File: src/rtl/ksc_pkg.sv
// ----------------------------------------------------------------------------
// Keyword substitution cipher package
// Item types, command codes, letter constants and letter classification.
// ----------------------------------------------------------------------------
package ksc_pkg;

    localparam int ALPHABET_SIZE = 26;
    localparam int LETTER_W      = $clog2(ALPHABET_SIZE);
    localparam int FILL_W        = $clog2(ALPHABET_SIZE + 1);

    localparam logic [7:0] CHAR_UPPER_A = 8'h41;
    localparam logic [7:0] CHAR_UPPER_Z = 8'h5A;
    localparam logic [7:0] CHAR_LOWER_A = 8'h61;
    localparam logic [7:0] CHAR_LOWER_Z = 8'h7A;

    typedef enum logic [1:0] {
        FUNC_KEY   = 2'd0,
        FUNC_SEAL  = 2'd1,
        FUNC_TEXT  = 2'd2,
        FUNC_CLEAR = 2'd3
    } func_t;

    typedef struct packed {
        func_t      func;
        logic [7:0] data_byte;
    } in_item_t;

    typedef struct packed {
        logic [7:0] out_byte;
        logic       key_not_ready;
    } out_item_t;

    typedef struct packed {
        logic                is_letter;
        logic                is_lower;
        logic [LETTER_W-1:0] idx;
    } letter_t;

    function automatic letter_t classify(input logic [7:0] ch);
        letter_t    res;
        logic [7:0] diff;
        res  = '0;
        diff = '0;
        if (ch >= CHAR_UPPER_A && ch <= CHAR_UPPER_Z)
        begin
            diff          = ch - CHAR_UPPER_A;
            res.is_letter = 1'b1;
            res.idx       = diff[LETTER_W-1:0];
        end
        else if (ch >= CHAR_LOWER_A && ch <= CHAR_LOWER_Z)
        begin
            diff          = ch - CHAR_LOWER_A;
            res.is_letter = 1'b1;
            res.is_lower  = 1'b1;
            res.idx       = diff[LETTER_W-1:0];
        end
        return res;
    endfunction

endpackage

File: src/rtl/ksc_ram.sv
// ----------------------------------------------------------------------------
// Generic RAM
// One write port, one read port with registered read data.
// ----------------------------------------------------------------------------
module ksc_ram #(
    parameter int WIDTH = 8,
    parameter int DEPTH = 32
) (
    input  logic                                     clk,
    input  logic                                     we,
    input  logic [((DEPTH > 1) ? $clog2(DEPTH) : 1)-1:0] waddr,
    input  logic [WIDTH-1:0]                         wdata,
    input  logic                                     re,
    input  logic [((DEPTH > 1) ? $clog2(DEPTH) : 1)-1:0] raddr,
    output logic [WIDTH-1:0]                         rdata
);

    logic [WIDTH-1:0] mem_reg [DEPTH];
    logic [WIDTH-1:0] rdata_reg;

    always_ff @(posedge clk)
    begin
        if (we)
        begin
            mem_reg[waddr] <= wdata;
        end
        if (re)
        begin
            rdata_reg <= mem_reg[raddr];
        end
    end

    assign rdata = rdata_reg;

endmodule

File: src/rtl/keyword_substitution_cipher_top.sv
// ----------------------------------------------------------------------------
// Keyword substitution cipher
// Builds a keyword substitution alphabet and enciphers or deciphers text.
// ----------------------------------------------------------------------------
// Keyword, clear and text items are taken one per cycle while no seal walk runs
// and the output is not stalled; a text item's result passes through the table
// read, then the output register. A seal item walks the 26 letters from Z down
// to A, one letter a cycle, and the input stalls while it walks. Forward and
// inverse tables sit in two 26x5 RAMs that are written together each time a
// letter is placed, so no separate inverse pass and no clearing pass are needed.
// Write decrypt_mode only while no item is in flight.
module keyword_substitution_cipher_top (
    input  logic               clk,
    input  logic               rst_n,
    input  logic               cfg_wr_en,
    input  logic               cfg_wr_data,
    input  logic               in_valid,
    output logic               in_stall,
    input  ksc_pkg::in_item_t  in_item,
    output logic               out_valid,
    input  logic               out_stall,
    output ksc_pkg::out_item_t out_item
);

    typedef enum logic [1:0] {
        ST_IDLE = 2'b01,
        ST_SEAL = 2'b10
    } state_t;

    typedef struct packed {
        logic [7:0] data_byte;
        logic       is_letter;
        logic       is_lower;
        logic       sealed;
    } s1_t;

    state_t                           state_reg, state_next;
    logic [ksc_pkg::LETTER_W-1:0]     walk_reg, walk_next;
    logic [ksc_pkg::ALPHABET_SIZE-1:0] used_reg, used_next;
    logic [ksc_pkg::FILL_W-1:0]       fill_reg, fill_next;
    logic                             sealed_reg, sealed_next;
    logic                             decrypt_mode_reg, decrypt_mode_next;
    logic                             s1_valid_reg, s1_valid_next;
    s1_t                              s1_reg, s1_next;
    logic                             out_valid_reg, out_valid_next;
    ksc_pkg::out_item_t               out_item_reg, out_item_next;

    ksc_pkg::letter_t                 letter;
    logic                             accept;
    logic                             is_text;
    logic                             key_we;
    logic                             seal_we;
    logic                             ram_we;
    logic [ksc_pkg::LETTER_W-1:0]     wr_letter;
    logic [ksc_pkg::LETTER_W-1:0]     fill_addr;
    logic [ksc_pkg::LETTER_W-1:0]     fwd_rdata;
    logic [ksc_pkg::LETTER_W-1:0]     inv_rdata;
    logic [ksc_pkg::LETTER_W-1:0]     mapped;
    logic [7:0]                       base;
    logic                             s1_move;
    logic                             s1_load;

    assign letter    = ksc_pkg::classify(in_item.data_byte);
    assign accept    = in_valid & ~in_stall;
    assign is_text   = (in_item.func == ksc_pkg::FUNC_TEXT);
    assign s1_move   = ~out_valid_reg | ~out_stall;
    assign s1_load   = ~s1_valid_reg | s1_move;
    assign in_stall  = (state_reg != ST_IDLE) | ~s1_load;

    assign key_we    = accept & (in_item.func == ksc_pkg::FUNC_KEY) & ~sealed_reg
                     & letter.is_letter & ~used_reg[letter.idx]
                     & (fill_reg < ksc_pkg::FILL_W'(ksc_pkg::ALPHABET_SIZE));
    assign seal_we   = (state_reg == ST_SEAL) & ~used_reg[walk_reg];
    assign ram_we    = key_we | seal_we;
    assign wr_letter = (state_reg == ST_SEAL) ? walk_reg : letter.idx;
    assign fill_addr = fill_reg[ksc_pkg::LETTER_W-1:0];

    ksc_ram #(
        .WIDTH (ksc_pkg::LETTER_W),
        .DEPTH (ksc_pkg::ALPHABET_SIZE)
    ) u_fwd_ram (
        .clk   (clk),
        .we    (ram_we),
        .waddr (fill_addr),
        .wdata (wr_letter),
        .re    (accept & is_text),
        .raddr (letter.idx),
        .rdata (fwd_rdata)
    );

    ksc_ram #(
        .WIDTH (ksc_pkg::LETTER_W),
        .DEPTH (ksc_pkg::ALPHABET_SIZE)
    ) u_inv_ram (
        .clk   (clk),
        .we    (ram_we),
        .waddr (wr_letter),
        .wdata (fill_addr),
        .re    (accept & is_text),
        .raddr (letter.idx),
        .rdata (inv_rdata)
    );

    assign mapped = decrypt_mode_reg ? inv_rdata : fwd_rdata;
    assign base   = s1_reg.is_lower ? ksc_pkg::CHAR_LOWER_A : ksc_pkg::CHAR_UPPER_A;

    always_comb
    begin
        state_next        = state_reg;
        walk_next         = walk_reg;
        used_next         = used_reg;
        fill_next         = fill_reg;
        sealed_next       = sealed_reg;
        decrypt_mode_next = decrypt_mode_reg;

        if (cfg_wr_en)
        begin
            decrypt_mode_next = cfg_wr_data;
        end

        if (ram_we)
        begin
            used_next[wr_letter] = 1'b1;
            fill_next            = fill_reg + 1'b1;
        end

        unique case (state_reg)
            ST_IDLE:
            begin
                if (accept && in_item.func == ksc_pkg::FUNC_SEAL && !sealed_reg)
                begin
                    state_next = ST_SEAL;
                    walk_next  = ksc_pkg::LETTER_W'(ksc_pkg::ALPHABET_SIZE - 1);
                end
                if (accept && in_item.func == ksc_pkg::FUNC_CLEAR)
                begin
                    used_next   = '0;
                    fill_next   = '0;
                    sealed_next = 1'b0;
                end
            end
            ST_SEAL:
            begin
                walk_next = walk_reg - 1'b1;
                if (walk_reg == '0)
                begin
                    state_next  = ST_IDLE;
                    sealed_next = 1'b1;
                end
            end
            default:
            begin
                state_next = ST_IDLE;
            end
        endcase
    end

    always_comb
    begin
        s1_valid_next  = s1_valid_reg;
        s1_next        = s1_reg;
        out_valid_next = out_valid_reg;
        out_item_next  = out_item_reg;

        if (s1_load)
        begin
            s1_valid_next     = accept & is_text;
            s1_next.data_byte = in_item.data_byte;
            s1_next.is_letter = letter.is_letter;
            s1_next.is_lower  = letter.is_lower;
            s1_next.sealed    = sealed_reg;
        end

        if (s1_move)
        begin
            out_valid_next = s1_valid_reg;
            if (!s1_reg.sealed)
            begin
                out_item_next.out_byte      = s1_reg.data_byte;
                out_item_next.key_not_ready = 1'b1;
            end
            else if (!s1_reg.is_letter)
            begin
                out_item_next.out_byte      = s1_reg.data_byte;
                out_item_next.key_not_ready = 1'b0;
            end
            else
            begin
                out_item_next.out_byte      = 8'(base + {3'b000, mapped});
                out_item_next.key_not_ready = 1'b0;
            end
        end
    end

    always_ff @(posedge clk or negedge rst_n)
    begin
        if (!rst_n)
        begin
            state_reg        <= ST_IDLE;
            walk_reg         <= '0;
            used_reg         <= '0;
            fill_reg         <= '0;
            sealed_reg       <= 1'b0;
            decrypt_mode_reg <= 1'b0;
            s1_valid_reg     <= 1'b0;
            out_valid_reg    <= 1'b0;
        end
        else
        begin
            state_reg        <= state_next;
            walk_reg         <= walk_next;
            used_reg         <= used_next;
            fill_reg         <= fill_next;
            sealed_reg       <= sealed_next;
            decrypt_mode_reg <= decrypt_mode_next;
            s1_valid_reg     <= s1_valid_next;
            out_valid_reg    <= out_valid_next;
        end
    end

    always_ff @(posedge clk)
    begin
        s1_reg       <= s1_next;
        out_item_reg <= out_item_next;
    end

    assign out_valid = out_valid_reg;
    assign out_item  = out_item_reg;

endmodule

File: config.mk
export PLATFORM = sky130hd
export DESIGN_NAME = keyword_substitution_cipher_top
export DESIGN_NICKNAME = d
export VERILOG_FILES = /design/src/rtl/ksc_pkg.sv /design/src/rtl/ksc_ram.sv /design/src/rtl/keyword_substitution_cipher_top.sv
export SDC_FILE = /design/constraint.sdc
export NUM_CORES = 1
export LEC_CHECK = 0
export ABC_AREA = 1
export BUFFER_PORTS_ARGS = -buffer_cell sky130_fd_sc_hd__clkbuf_2
export CORE_MARGIN = 2
export CORE_UTILIZATION = 68
export DETAILED_ROUTE_END_ITERATION = 7
export GPL_TIMING_DRIVEN = 1
export PLACE_DENSITY = 0.85
export SYNTH_ARGS = -nofsm -noshare
export SYNTH_HDL_FRONTEND = slang
export SYNTH_HIERARCHICAL = 1
export SYNTH_SLANG_ARGS = --single-unit
File: constraint.sdc
create_clock -name clk -period 4.82 [get_ports clk]
set_input_delay 0.964 -clock clk [delete_from_list [all_inputs] [get_ports clk]]
set_output_delay 0.964 -clock clk [all_outputs]
set_load 0.05 [all_outputs]
==> results.txt, run 1 <==
* Status: complete, no violations
- Congestion Overflow GR: 0
- Largest net degree at the start of global routing: 67
- Synthesized Nets: 1543
- The final route contains 11468 vias.
- Post-synthesis area per instance: 10.0 sq um
* Switching power: 1.41 mW
- Diodes inserted: 0
* Core Box Area: 0.0219 sq mm
- For the pin with the worst max-slew slack, the measured transition is 1.10 ns.
- In the post-synthesis netlist, the cell with the most instances is sky130_fd_sc_hd__nand2_1.
* Count of standard-cell rows: 54
- The initial utilization of the core area, before any placement, comes to 0.695.
- Of the total power, the share spent switching nets is 0.232.
- Number of sinks driven by the clock tree: 332
- Buffer depth of the longest clock path: 3
* WL/cell: 20.0 microns
* Share of the clock period used by the worst path after layout: 0.848
* Post-CTS Hold Fix Bufs: 0
- Source-to-sink clock delay at the later pin of the worst-skew pair: 0.52 ns
* I/O pins: 27
- The floorplan step defined a die boundary enclosing 0.0236 sq mm.
* Fin. max-slew vios: 0
* RD Place Congestion: 1.03
- Sorting the synthesized cells by area gives the leading types as sky130_fd_sc_hd__edfxtp_1 57%, sky130_fd_sc_hd__nand2_1 11%, sky130_fd_sc_hd__nand3_1 8.3%.
- The first detailed-routing pass took 8 iterations.
- The share of total power dissipated in the clock network is 0.398.
* Global-route usage over all layers: 0.314
* Cell count after synthesis: 1520
* Share of final-layout standard cells stronger than drive strength 1: 0.124
- Clk slew on worst S/H paths: 0.06 ns
- Setup violation total in the final timing report: 0
- Of all nets on the critical path, the largest fanout is 14.
* Residual DRC: 0
- Setup repair after global routing left no endpoint under its margin.
* Sequential power share: 0.524
- The critical path is of the in2reg type.
- Power Density: 370 mW/mm^2
* Type of the most critical hold path: reg2reg
- Cell with the largest stage delay on the worst path: sky130_fd_sc_hd__nor2_1
- Count of fill cells added during filler insertion: 1352
- Initial antenna violation count: 0
* Synthesis warning total: 6
- Skew final: 0.0274 ns
- Proportion of synthesized chip area in sequential cells: 0.641
- The tree is rooted in a sky130_fd_sc_hd__clkbuf_16.
- The synthesized design contains 290 enable-type register cells.
* Sum of negative setup slack: 0 ns
- The first global-routing pass estimated 57.7 mm of wire.
* Worst-case vdd ir drop: 324 uV
- Vertical die dimension: 154 microns
- For the worst setup path, the data arrival time is 4.25 ns.
* Top cell types by occurrence after synthesis: 438 x sky130_fd_sc_hd__nand2_1, 290 x sky130_fd_sc_hd__edfxtp_1, 251 x sky130_fd_sc_hd__nand3_1
- The share of synthesized area in the top cell type comes to 0.572.
- Combinational share of power: 0.078
- Critical path required time: 4.99 ns
* Total standard cell area after synthesis: 0.0152 sq mm
- Dividing the detail-routed via count by the number of cells gives 6.21.
* Highest Clock Rate: 245 MHz
* Number of buffers added by the clock tree synthesis step: 34
* Netlist cell types: 36
- The synthesized design contains 332 register bits.
* Share of async-settable or async-resettable flops after synthesis: 0.127
* DP Worst Slack: 0.405 ns
- Leakage component of the power: 6.67 nW
* CP peak stage delay: 0.56 ns
- The critical path goes through clkbuf_2 > inv_2 > ha_1 > inv_1 > nor2_2 > nand3_2 > nand2_1 > inv_2 > nand2_1 > nand2_2 > nand2_1 > inv_1 > nand2_1 > nor2_1 > nand2_1 > nand3_1 > nand2_2 > nand2_4 > nand3_1 > nor2_1.
* Cell internal power dissipation: 4.68 mW
- In this run the tightest slew margin relative to its limit is 0.268.
- Final HPWL from detailed placement: 23.0 mm
- Main flop type after synthesis: sky130_fd_sc_hd__edfxtp_1
* Count of port buffers added during placement: 26
- Summed over all instances, the cell type with the most area after synthesis is sky130_fd_sc_hd__edfxtp_1.
- Final net count: 1568
- The count of nets left with antenna violations once routing finished came out at 0.
- Critical Path Source Type: primary input
- The final layout contains routed wiring with a total length of 36.9 mm.
- Die outline width: 154 microns
- The tool flagged a number of max-cap violations equal to 0.
- TritonCTS built the clock tree.
- The area growth from synthesis to layout is 8.20%.
- Worst Slack Setup Final: 0.734 ns
* Most frequent cell on the critical path: sky130_fd_sc_hd__nand2_1
- Via count of the first global-routing pass: 11080
* Number of levels in the clock H-tree: 2
- Critical Path Sink Type: flip-flop
* Final critical delay including setup and external delays: 4.09 ns
- In this run the post-CTS setup repair buffer count came out at 0.
* Count of routing violations after the opening detailed-route iteration: 1497
- The number of gates resized after CTS was 0.
- Hold Violations, Final: 0
## final timing paths
| kind | startpoint | end | slack [ns] | cells after the start |
|---|---|---|---|---|
| min reg2reg | s1_valid_reg$_DFFE_PN0N_ | out_valid$_DFFE_PN0P_ | 0.46 | 2 |
| min in group asynchronous | rst_n | out_valid$_DFFE_PN0P_ | 0.64 | 1 |
| min | s1_valid_reg$_DFFE_PN0N_ | out_valid$_DFFE_PN0P_ | 0.46 | 2 |
| max | in_item[0] | u_inv_ram/mem_reg[8][2]$_DFFE_PP_ | 0.73 | 20 |
| max in group asynchronous | rst_n | walk_reg[4]$_DFFE_PN0P_ | 3.49 | 1 |
| max reg2reg | walk_reg[0]$_DFFE_PN0P_ | u_inv_ram/mem_reg[8][2]$_DFFE_PP_ | 1.37 | 11 |
## cell families after synthesis
group | Yosys count | share of synthesized area
buffers and inverters | 217 | 0.0687
flip-flops | 332 | 0.641
multiplexers | 1 | 0.000658
XOR/XNOR | 8 | 0.00460
adder cells (fa/ha/maj) | 7 | 0.00575
AND/OR/NAND/NOR | 859 | 0.242
AO/OA/AOI/OAI | 96 | 0.0373
## power groups by stage
stage / Clock [mW] / Sequential (mW) / Combinational (mW)
after global routing: 2.55 / 3.19 / 0.511
after floorplan: 0 / 3.28 / 0.285
after detailed placement: 0 / 3.25 / 0.453
after global placement: 0 / 3.25 / 0.439
final: 2.43 / 3.19 / 0.473
after CTS: 2.44 / 3.19 / 0.459
## through the flow
step	utilization	std cells	instance area (sq um)	hold WS, ns	power (mW)
detailed placement	0.705	1789	15400	0.455	3.70
floorplan	-	1520	15200	0.434	3.56
global placement	0.705	1789	15400	0.445	3.69
CTS	0.752	1847	16500	0.461	6.09
finish	0.752	1847	16500	0.458	6.09
global route	0.752	1847	16500	0.489	6.26
## worst max-delay path, delay by kind of cell
| family | cells | cell delay (ns) |
|---|---|---|
| buffers and inverters | 5 | 0.82 |
| adder cells (fa/ha/maj) | 1 | 0.22 |
| AND/OR/NAND/NOR | 14 | 2.24 |
## cell usage in the layout (no fill, tap or decap), drive strengths merged, types with 23 or more instances in the layout
cell type  instances
nand2            463
edfxtp           290
nor2             132
a21oi             53
buf               23
clkbuf            69
nand3            253
o21ai             36
inv              157
dfrtp             41
## metal layers
layer | up-vias | wire length, microns | GRT usage
met5 | - | 0 | 0
met1 | 5307 | 12700 | 0.394
li1 | 5116 | - | -
met3 | 171 | 4010 | 0.0527
met4 | 0 | 1770 | 0.144
met2 | 874 | 18400 | 0.539
## layout make-up
cell class              instances  area [sq um]  share of cell area
clock buffers                  43           916              0.0556
clock inverters                15           110             0.00669
inverters                     157           589              0.0358
multi-input cells             971          4430               0.269
flip-flops and latches        332          9760               0.593
well taps                     280           350              0.0213
repair buffers                 49           315              0.0191
Power figures use the tool's default switching activity.
==> inputs of run 2 (changes only) <==
--- a/config.mk
+++ b/config.mk
@@ -5,13 +5,13 @@
 export SDC_FILE = /design/constraint.sdc
 export NUM_CORES = 1
 export LEC_CHECK = 0
-export ABC_AREA = 1
+export ABC_AREA = 0
 export BUFFER_PORTS_ARGS = -buffer_cell sky130_fd_sc_hd__clkbuf_2
 export CORE_MARGIN = 2
-export CORE_UTILIZATION = 68
+export CORE_UTILIZATION = 62
 export DETAILED_ROUTE_END_ITERATION = 7
 export GPL_TIMING_DRIVEN = 1
-export PLACE_DENSITY = 0.85
+export PLACE_DENSITY = 0.79
 export SYNTH_ARGS = -nofsm -noshare
 export SYNTH_HDL_FRONTEND = slang
 export SYNTH_HIERARCHICAL = 1
==> constraint.sdc (replaced) <==
create_clock -name clk -period 4 [get_ports clk]
set_input_delay 0.8 -clock clk [delete_from_list [all_inputs] [get_ports clk]]
set_output_delay 0.8 -clock clk [all_outputs]
set_load 0.05 [all_outputs]
==> results.txt, run 2 <==
- Synthesis warning total: 6 (unchanged)
- The library cell used most frequently in the layout, excluding fill and tap cells, is sky130_fd_sc_hd__edfxtp_1.
- Classification of the worst setup path: in2reg
- Worst Slack Setup Final: 0.404 ns (-0.330 ns)
* Critical path required time: 4.16 ns (-0.83 ns)
* Count of port buffers added during placement: 26 (unchanged)
- Yosys reg bits: 332 (unchanged)
- The area of all placed cells without fillers is 0.0161 sq mm (-2.0%).
- Total vias in the final route: 8375 (-27%)
* Length of the first detailed-routing pass in iterations: 5 (-3)
- Setup repair after global routing left no endpoint under its margin.
- Fin. max-slew vios: 0 (unchanged)
- Global-route usage over all layers: 0.254 (-0.0598)
- The setup skew after layout came to 0.0172 ns (-0.0102 ns).
* Syn-to-layout area delta: 13.4%
* Leakage component of the power: 5.60 nW (-16%)
* Cell types with the largest area share after synthesis: sky130_fd_sc_hd__edfxtp_1 61%, sky130_fd_sc_hd__dfrtp_1 7.2%, sky130_fd_sc_hd__mux2i_1 7.0%
* Final critical delay including setup and external delays: 3.60 ns
* Critical Path Sink Type: flip-flop
- The placed standard-cell area was 0.0150 sq mm (-2.8%).
- The final setup TNS was 0 ns (unchanged).
* Number of max-capacitance violations reported: 0 (unchanged)
- Post-CTS Hold Fix Bufs: 0 (unchanged)
* Number of sinks driven by the clock tree: 332 (unchanged)
- The path class of the tightest hold or removal check is reg2reg.
* Number of levels in the clock H-tree: 2 (unchanged)
* Post-CTS setup-driven buffer insertion count: 0 (unchanged)
- The number of distinct library cell variants in the gate-level netlist after synthesis was 54 (+50%).
- The post-detailed-routing wire length came to 29.6 mm (-20%).
- STA classifies the critical path startpoint as a primary input.
- I/O pins: 27 (unchanged)
- The number of instances resized during post-cts repair came to 0 (unchanged).
* Core Box Area: 0.0226 sq mm (+3.1%)
- The number of buffers inserted during clock tree synthesis is 34 (unchanged).
- Wire length of the first global-routing pass: 46.3 mm (-20%)
- The final net count is 1059 (-32%).
* Diodes inserted: 0 (unchanged)
- Share of final-layout standard cells stronger than drive strength 1: 0.172 (+0.0480)
- The half-perimeter wire length after detailed placement is 18.9 mm (-18%).
* Vertical die dimension: 156 microns (+1.2%)
- Power Density: 483 mW/mm^2 (+30%)
* Count of fill cells added during filler insertion: 1424 (+5.3%)
- TritonCTS built the clock tree.
- Clk slew on worst S/H paths: 0.06 ns (about the same)
* Hold Violations, Final: 0 (unchanged)
- Register-to-register setup slack: 0.64 ns (-0.73 ns)
- RD Place Congestion: 0.850 (-17%)
- The area enclosed by the die boundary was 0.0242 sq mm (+2.5%).
- Top-count cell post-synth: sky130_fd_sc_hd__edfxtp_1
- Residual DRC: 0 (unchanged)
- The data arrival time of the critical path was 3.75 ns (-0.50 ns).
- The sequential element share of the synthesized area is 0.686 (+0.0444).
- The transition time at the pin with the least slew margin is 1.11 ns (+0.00821 ns).
- The top fanout value on the critical path came to 9 (-5).
- The average wire per standard cell is 22.0 microns (+10%).
- The initial antenna violation count is 0 (unchanged).
- Number of flops mapped to enable cells by yosys: 290 (unchanged)
* Die outline width: 156 microns (+1.2%)
- The average footprint of a synthesized cell is 14.8 sq um (+48%).
- Cell count after synthesis: 959 (-37%)
- Via count of the first global-routing pass: 8467 (-24%)
* Source-to-sink clock delay at the later pin of the worst-skew pair: 0.51 ns (about the same)
- The root buffer cell chosen for the clock tree is sky130_fd_sc_hd__clkbuf_16.
* Post-route total power: 7.79 mW (+28%)
- The starting density of the core came to 0.631 (-0.0646).
* Total standard cell area after synthesis: 0.0142 sq mm (-6.5%)
* Area share of the largest cell type after synthesis: 0.612 (+0.0396)
* Final antenna-violating net count: 0 (unchanged)
- For this run, the leading register cell type out of synthesis is sky130_fd_sc_hd__edfxtp_1.
- The maximum clock path buffer count was 3 (unchanged).
- DP Worst Slack: -0.0629 ns (-0.468 ns)
- The run finished with clean final reports.
- The async set-reset flop share out of synthesis was 0.127 (unchanged).
* Highest Clock Rate: 278 MHz
- Of the available clock period, the critical path in the final layout requires 0.899.
- The remaining global-route overflow is 0 (unchanged).
- The setup violation total in the final timing report came to 0 (unchanged).
- Via count normalized by instance count: 6.22 (+0.21%)
- The maximum number of pins on one net before global-route repair came to 43 (-36%).
- Cell type with the largest total area after synthesis: sky130_fd_sc_hd__edfxtp_1
- Worst Hold Margin: 0.472 ns (+0.0139 ns)
- Worst-case vdd ir drop: 333 uV (+2.8%)
- Worst slew margin: 0.262 (-0.00547)
* Count of routing violations after the opening detailed-route iteration: 833 (-44%)
* Commonest cells after routing, fill and taps aside: 290 x sky130_fd_sc_hd__edfxtp_1, 99 x sky130_fd_sc_hd__mux2i_1, 98 x sky130_fd_sc_hd__nand2_1, 71 x sky130_fd_sc_hd__nor2_1, 49 x sky130_fd_sc_hd__buf_4
- Top cell types by occurrence after synthesis: 290 x sky130_fd_sc_hd__edfxtp_1, 99 x sky130_fd_sc_hd__mux2i_1, 98 x sky130_fd_sc_hd__nand2_1
- The site row count came to 55 (+1.9%).
- The number of nets in the synthesized netlist came to 982 (-36%).
==> run 2: cell count changes after synthesis, sizes merged, moves of 10 or more <==
| cell | change |
|---|---|
| a21oi | -21 |
| nand3b | +10 |
| mux2 | +15 |
| buf | -27 |
| inv | -142 |
| nor2b | +14 |
| nand3 | -209 |
| mux2i | +98 |
| a22oi | +12 |
| nand2 | -365 |
| mux4 | +30 |
| nor2 | -58 |
==> run 2: cell families (layout without fill, tap and decap cells) <==
kind of cell               after synthesis  count (layout)  share of synthesized area
muxes                                  144             144                      0.132
AOI/OAI and AO/OA                      115             115                     0.0499
buffers and inverters                   54             156                     0.0197
adders and majority gates                7               7                    0.00615
xor gates and xnor gates                11              11                    0.00677
DFF                                    332             332                      0.686
and+or+nand+nor                        296             296                      0.100
==> run 2: layout make-up <==
type                       count  area, sq um  area share
timing repair buffer          80          598      0.0371
tap                          285          357      0.0221
inverter                      15         56.3     0.00349
clock inverter                21          200      0.0124
sequential                   332         9760       0.605
clock buffer                  40          937      0.0581
multi-input combinational    573         4230       0.262
==> run 2: per-stage QoR <==
stage          instances   util
2_1_floorplan        959      -
3_3_place_gp        1285  0.665
3_5_place_dp        1285  0.665
4_1_cts             1346  0.715
5_1_grt             1346  0.715
6_report            1346  0.715
==> run 2: path summary, 6_finish.rpt <==
path,startpoint,depth (start not counted),endpoint
setup / recovery,in_item[0],11,u_inv_ram/mem_reg[12][2]$_DFFE_PP_
hold / removal,s1_valid_reg$_DFFE_PN0N_,1,out_valid$_DFFE_PN0P_
setup reg to reg,state_reg[0]$_DFFE_PN1P_,8,u_inv_ram/mem_reg[12][2]$_DFFE_PP_
hold reg to reg,s1_valid_reg$_DFFE_PN0N_,1,out_valid$_DFFE_PN0P_
max in group asynchronous,rst_n,1,sealed_reg$_DFFE_PN0P_
min in group asynchronous,rst_n,1,used_reg[8]$_DFF_PN0_
==> run 2: worst max-delay path, cell delays in order <==
cell	delay, ns
sky130_fd_sc_hd__clkbuf_2	0.12
sky130_fd_sc_hd__inv_1	0.06
sky130_fd_sc_hd__ha_1	0.24
sky130_fd_sc_hd__xor2_1	0.42
sky130_fd_sc_hd__mux2i_1	0.25
sky130_fd_sc_hd__mux4_2	0.24
sky130_fd_sc_hd__a211oi_1	0.06
sky130_fd_sc_hd__o31a_1	0.37
sky130_fd_sc_hd__inv_1	0.24
sky130_fd_sc_hd__or3b_1	0.54
sky130_fd_sc_hd__nor2_1	0.41
==> run 2: power by group <==
part	switching (mW)	internal (mW)
sequential	0.0825	3.90
combinational	0.406	0.233
clock	1.24	1.93
total	1.73	6.06
==> run 2: metal layers <==
layer,vias up,global-route usage,part of all wire
met5,-,0,0
met4,0,0.0996,0.028
met3,63,0.0462,0.073
met2,362,0.420,0.49
met1,4121,0.340,0.41
li1,3829,-,-
